### config.mk
export PLATFORM = sky130hd
export DESIGN_NAME = pmf_isqrt
export DESIGN_NICKNAME = d
export VERILOG_FILES = /design/src/pmf_isqrt.sv
export SDC_FILE = /design/constraint.sdc
export NUM_CORES = 2
export LEC_CHECK = 0
export BUFFER_PORTS_ARGS = -buffer_cell sky130_fd_sc_hd__buf_2
export CORE_ASPECT_RATIO = 1.5
export CORE_MARGIN = 3
export CORE_UTILIZATION = 35
export DETAILED_ROUTE_END_ITERATION = 6
export SLEW_MARGIN = 20
export SYNTH_ARGS = -nofsm -noshare
export SYNTH_HDL_FRONTEND = slang
export SYNTH_SLANG_ARGS = --single-unit
export TNS_END_PERCENT = 30
### constraint.sdc
create_clock -name clk -period 3.2 [get_ports clk]
set_clock_uncertainty 0.05 [all_clocks]
set_input_delay 0.64 -clock clk [delete_from_list [all_inputs] [get_ports clk]]
set_output_delay 0.64 -clock clk [all_outputs]
set_load 0.1 [all_outputs]
### src/pmf_isqrt.sv
module pmf_isqrt #(
	parameter int STEPS = 32
) (
	input  logic               clk,
	input  logic               en,
	input  logic [2*STEPS-1:0] s_in,
	output logic [STEPS-1:0]   root
);

	localparam int W = 2 * STEPS;

	// Digit-by-digit square root, one root bit per stage
	logic [W-1:0] rem_s [STEPS];
	logic [W-1:0] res_s [STEPS];

	for (genvar k = 0; k < STEPS; k++) begin : g_stage
		localparam int SH = 2 * (STEPS - 1 - k);
		logic [W-1:0] rem_prev;
		logic [W-1:0] res_prev;
		logic [W-1:0] trial;
		logic         take;

		if (k == 0) begin : g_first
			assign rem_prev = s_in;
			assign res_prev = '0;
		end else begin : g_next
			assign rem_prev = rem_s[k-1];
			assign res_prev = res_s[k-1];
		end

		assign trial = res_prev + (W'(1) << SH);
		assign take  = rem_prev >= trial;

		always_ff @(posedge clk) begin
			if (en) begin
				rem_s[k] <= take ? rem_prev - trial : rem_prev;
				res_s[k] <= take ? (res_prev >> 1) + (W'(1) << SH) : res_prev >> 1;
			end
		end
	end

	assign root = res_s[STEPS-1][STEPS-1:0];

endmodule

==> results.yml <==
sta:
  finalCritPeriodShare_pct: 114
  slew_violations: 0
  grt_setup_unrepaired: "yes"
  hold_viol: 0
  timing.fmax_ghz: 0.275
  worst_pin_slew_ps: 1000
  tns_ps: -81550
  relSlewSlack_pct: 31.6
  min_period_ps: 3640
  setup_ws_ps: -440
  setup-violations-final: 559
global_routing:
  grt_max_degree: 107
  track_usage_pct: 17.9
  overflow: 0
  grt_pass1_vias: 91600
  grt_pass1_wl_mm: 486
  antenna_found_initial: 3
cts:
  cts_tree: "done"
  htreeDepth: 5
  clk_latency_ps: 890
  cts_sinks: 2512
  cts_inserted_buffers: 275
  cts-root-buf: "clkbuf_16"
  clkTransAtPathRegs_ps: 60
  cts_buffer_depth: 4
synth:
  async_flop_share_pct: 0
  synth_commonest_cells: "2512 x edfxtp_1, 688 x inv_1, 636 x nor2_1"
  yosys_warnings: 0
  yosysTopAreaCellShare_pct: 63.1
  ys_top_cells_by_area: "edfxtp_1 63%, ha_1 5.8%, xnor2_1 3.4%"
  synth_top_cell_by_area: "edfxtp_1"
  syn_inst: 9402
  syn_avg_cell_area_um2: 12.7
  synth_fp_nets: 10000
  yosysMostFrequentCell: "edfxtp_1"
  post_synth_num_cell_types: 99
  synth_edf_count: 2512
  synth_ff_type: "edfxtp_1"
  ys_ff_latch: 2512
  mappedNetlistArea_mm2: 0.120
  ys_seq_area_share_pct: 63.1
placement:
  dp.cells: 15800
  portBuffers: 97
  place_area_mm2: 0.141
  dp_hpwl_mm: 241
  gp_congestion: 0.986
finish:
  area_growth_pct: 34.0
  fill_cells: 29300
  drive_above_1_share_pct: 31.3
  ff_latch_area_mm2: 0.0754
  fin_nets: 12600
  multi_input_area_mm2: 0.0474
  final_cell_area_mm2: 0.160
  fin_cells: 16700
route:
  dr.pass1.iters: 5
  drc_errors: 0
  vias: 84200
  postRouteWirelength_mm: 328
  wl_per_cell_um: 19.7
  ant_nets: 0
  routed_via_density: 5.05
  dr.first_iter.drc_count: 3957
floorplan:
  num_io_pins: 98
  coreArea_mm2: 0.340
  start_util_pct: 35.2
  dieArea_mm2: 0.349
  rows: 262
  die_x_um: 483
  fp.dieH_um: 722
critical_path:
  cpPeakStageDelay_ps: 470
  cp_max_fo: 4
  required_ps: 3730
  path_cells: "ha_4 > buf_4 > and4_4 > and3_4 > buf_6 > nand4_1 > nor2_2 > buf_6 > nor4_4 > nor3b_4 > or3_4 > or3_4 > buf_6 > nor2_4 > xor2_1"
  slowest_stage: "or3_4"
  r2r_cells: 15
  critPathKind: "reg2reg"
  critPathArrivalTime_ps: 4170
  startpoint_type: "flip-flop"
  crit_path_end_kind: "flip-flop"
  path_common_cell: "buf_6"
power:
  p_per_area_mw_per_mm2: 655
  p_leak_nw: 63.1
  sw_frac_of_total_pct: 29.7
  p_sw_mw: 31.2
  seqPwrFrac_pct: 42.4
  ir_drop_uv: 609
  p_comb_share_pct: 28.8
  clockPowerShare_pct: 28.9
  p_int_mw: 73.8
run:
  cap_violations: 0
worst_hold_path:
  hold_path_class: "in2reg"
  hold_depth: 3
status:
  violations: "negative setup slack"
  status: "complete, but fails checks"
## flip-flops by register name (all words and copies together), names as in the netlist
register,count
res_s,528
rem_s,1984
## cells in the final DEF (no fill, tap or decap), types with 99 or more instances in the layout
cell / instances
nor2_1: 558
clkbuf_16: 289
a21oi_1: 551
a21o_1: 228
nand4_1: 159
buf_4: 2063
nand2b_1: 99
inv_1: 657
ha_1: 462
o21ai_0: 261
xor2_1: 396
buf_6: 137
nor3_1: 193
nor4_1: 267
xnor2_1: 452
edfxtp_1: 2512
nand2_1: 482
nand3_1: 106
## cell families after synthesis
logic type	Yosys count	share of synthesized area, %
and+or+nand+nor	2725	11.8
DFF	2512	63.1
AOI/OAI and AO/OA	1758	9.12
buffers and inverters	873	2.79
xor gates and xnor gates	866	6.34
adders and majority gates	558	5.84
muxes	110	1.03
## path summary, 6_finish.rpt
path | from | end | slack [ps]
worst max-delay path | rem_s[16][36]$_DFFE_PP_ | rem_s[17][57]$_DFFE_PP_ | -440
worst min-delay path | s_in[62] | rem_s[0][62]$_DFFE_PP_ | 150
worst max register to register | rem_s[16][36]$_DFFE_PP_ | rem_s[17][57]$_DFFE_PP_ | -440
worst min register to register | rem_s[12][27]$_DFFE_PP_ | rem_s[13][27]$_DFFE_PP_ | 370
## critical path, delay by kind of cell (launching register included)
| kind | cells | cell delay [ps] |
|---|---|---|
| XOR/XNOR | 1 | 70 |
| adder cells (fa/ha/maj) | 1 | 300 |
| buffers and inverters | 4 | 610 |
| flip-flops | 1 | 440 |
| AND/OR/NAND/NOR | 9 | 1880 |
## per-stage QoR
stage	power [mW]	util [%]	hold slack (ps)	worst slack, ps
6_report	105	47.2	146	-440
3_3_place_gp	70.6	41.6	374	-2680
3_5_place_dp	71.5	41.6	379	-1530
2_1_floorplan	58.8	-	367	-174
5_1_grt	110	47.2	114	-558
4_1_cts	104	45.8	27.8	-465
## metal layers
layer	part of all wire, %	track usage [%]	vias to the layer above
li1	-	-	40400
met1	26	12.0	40900
met2	61	39.9	1790
met3	2.7	2.15	1173
met4	10	15.1	2
met5	0.0040	0	-
## power groups by stage
stage	Combinational, mW	Sequential (mW)	Clock [mW]
after floorplan	14.5	44.3	0
after global placement	25.8	44.7	0
after detailed placement	26.5	44.9	0
after CTS	28.4	44.3	30.9
after global routing	32.7	44.9	32.3
final	30.2	44.5	30.3
## area by class of cell
cell class,instances,share of cell area [%]
diodes,3,0.00469
repair buffers,2481,12.9
inverters,693,1.66
well taps,4488,3.50
multi-input cells,6017,29.6
clock buffers,348,4.53
clock inverters,134,0.736
flip-flops and latches,2512,47.1
## what timing repair did
item | 4_1_cts | 5_1_grt
cloned | 16 | 15
pin swaps | 252 | 322
endpoints found under the setup margin | 894 | 896
gates resized for setup | 863 | 670
endpoints found under the hold margin | 63 | 0
hold buffers | 63 | 0
buffers inserted | 133 | 173
Power figures use the tool's default switching activity.
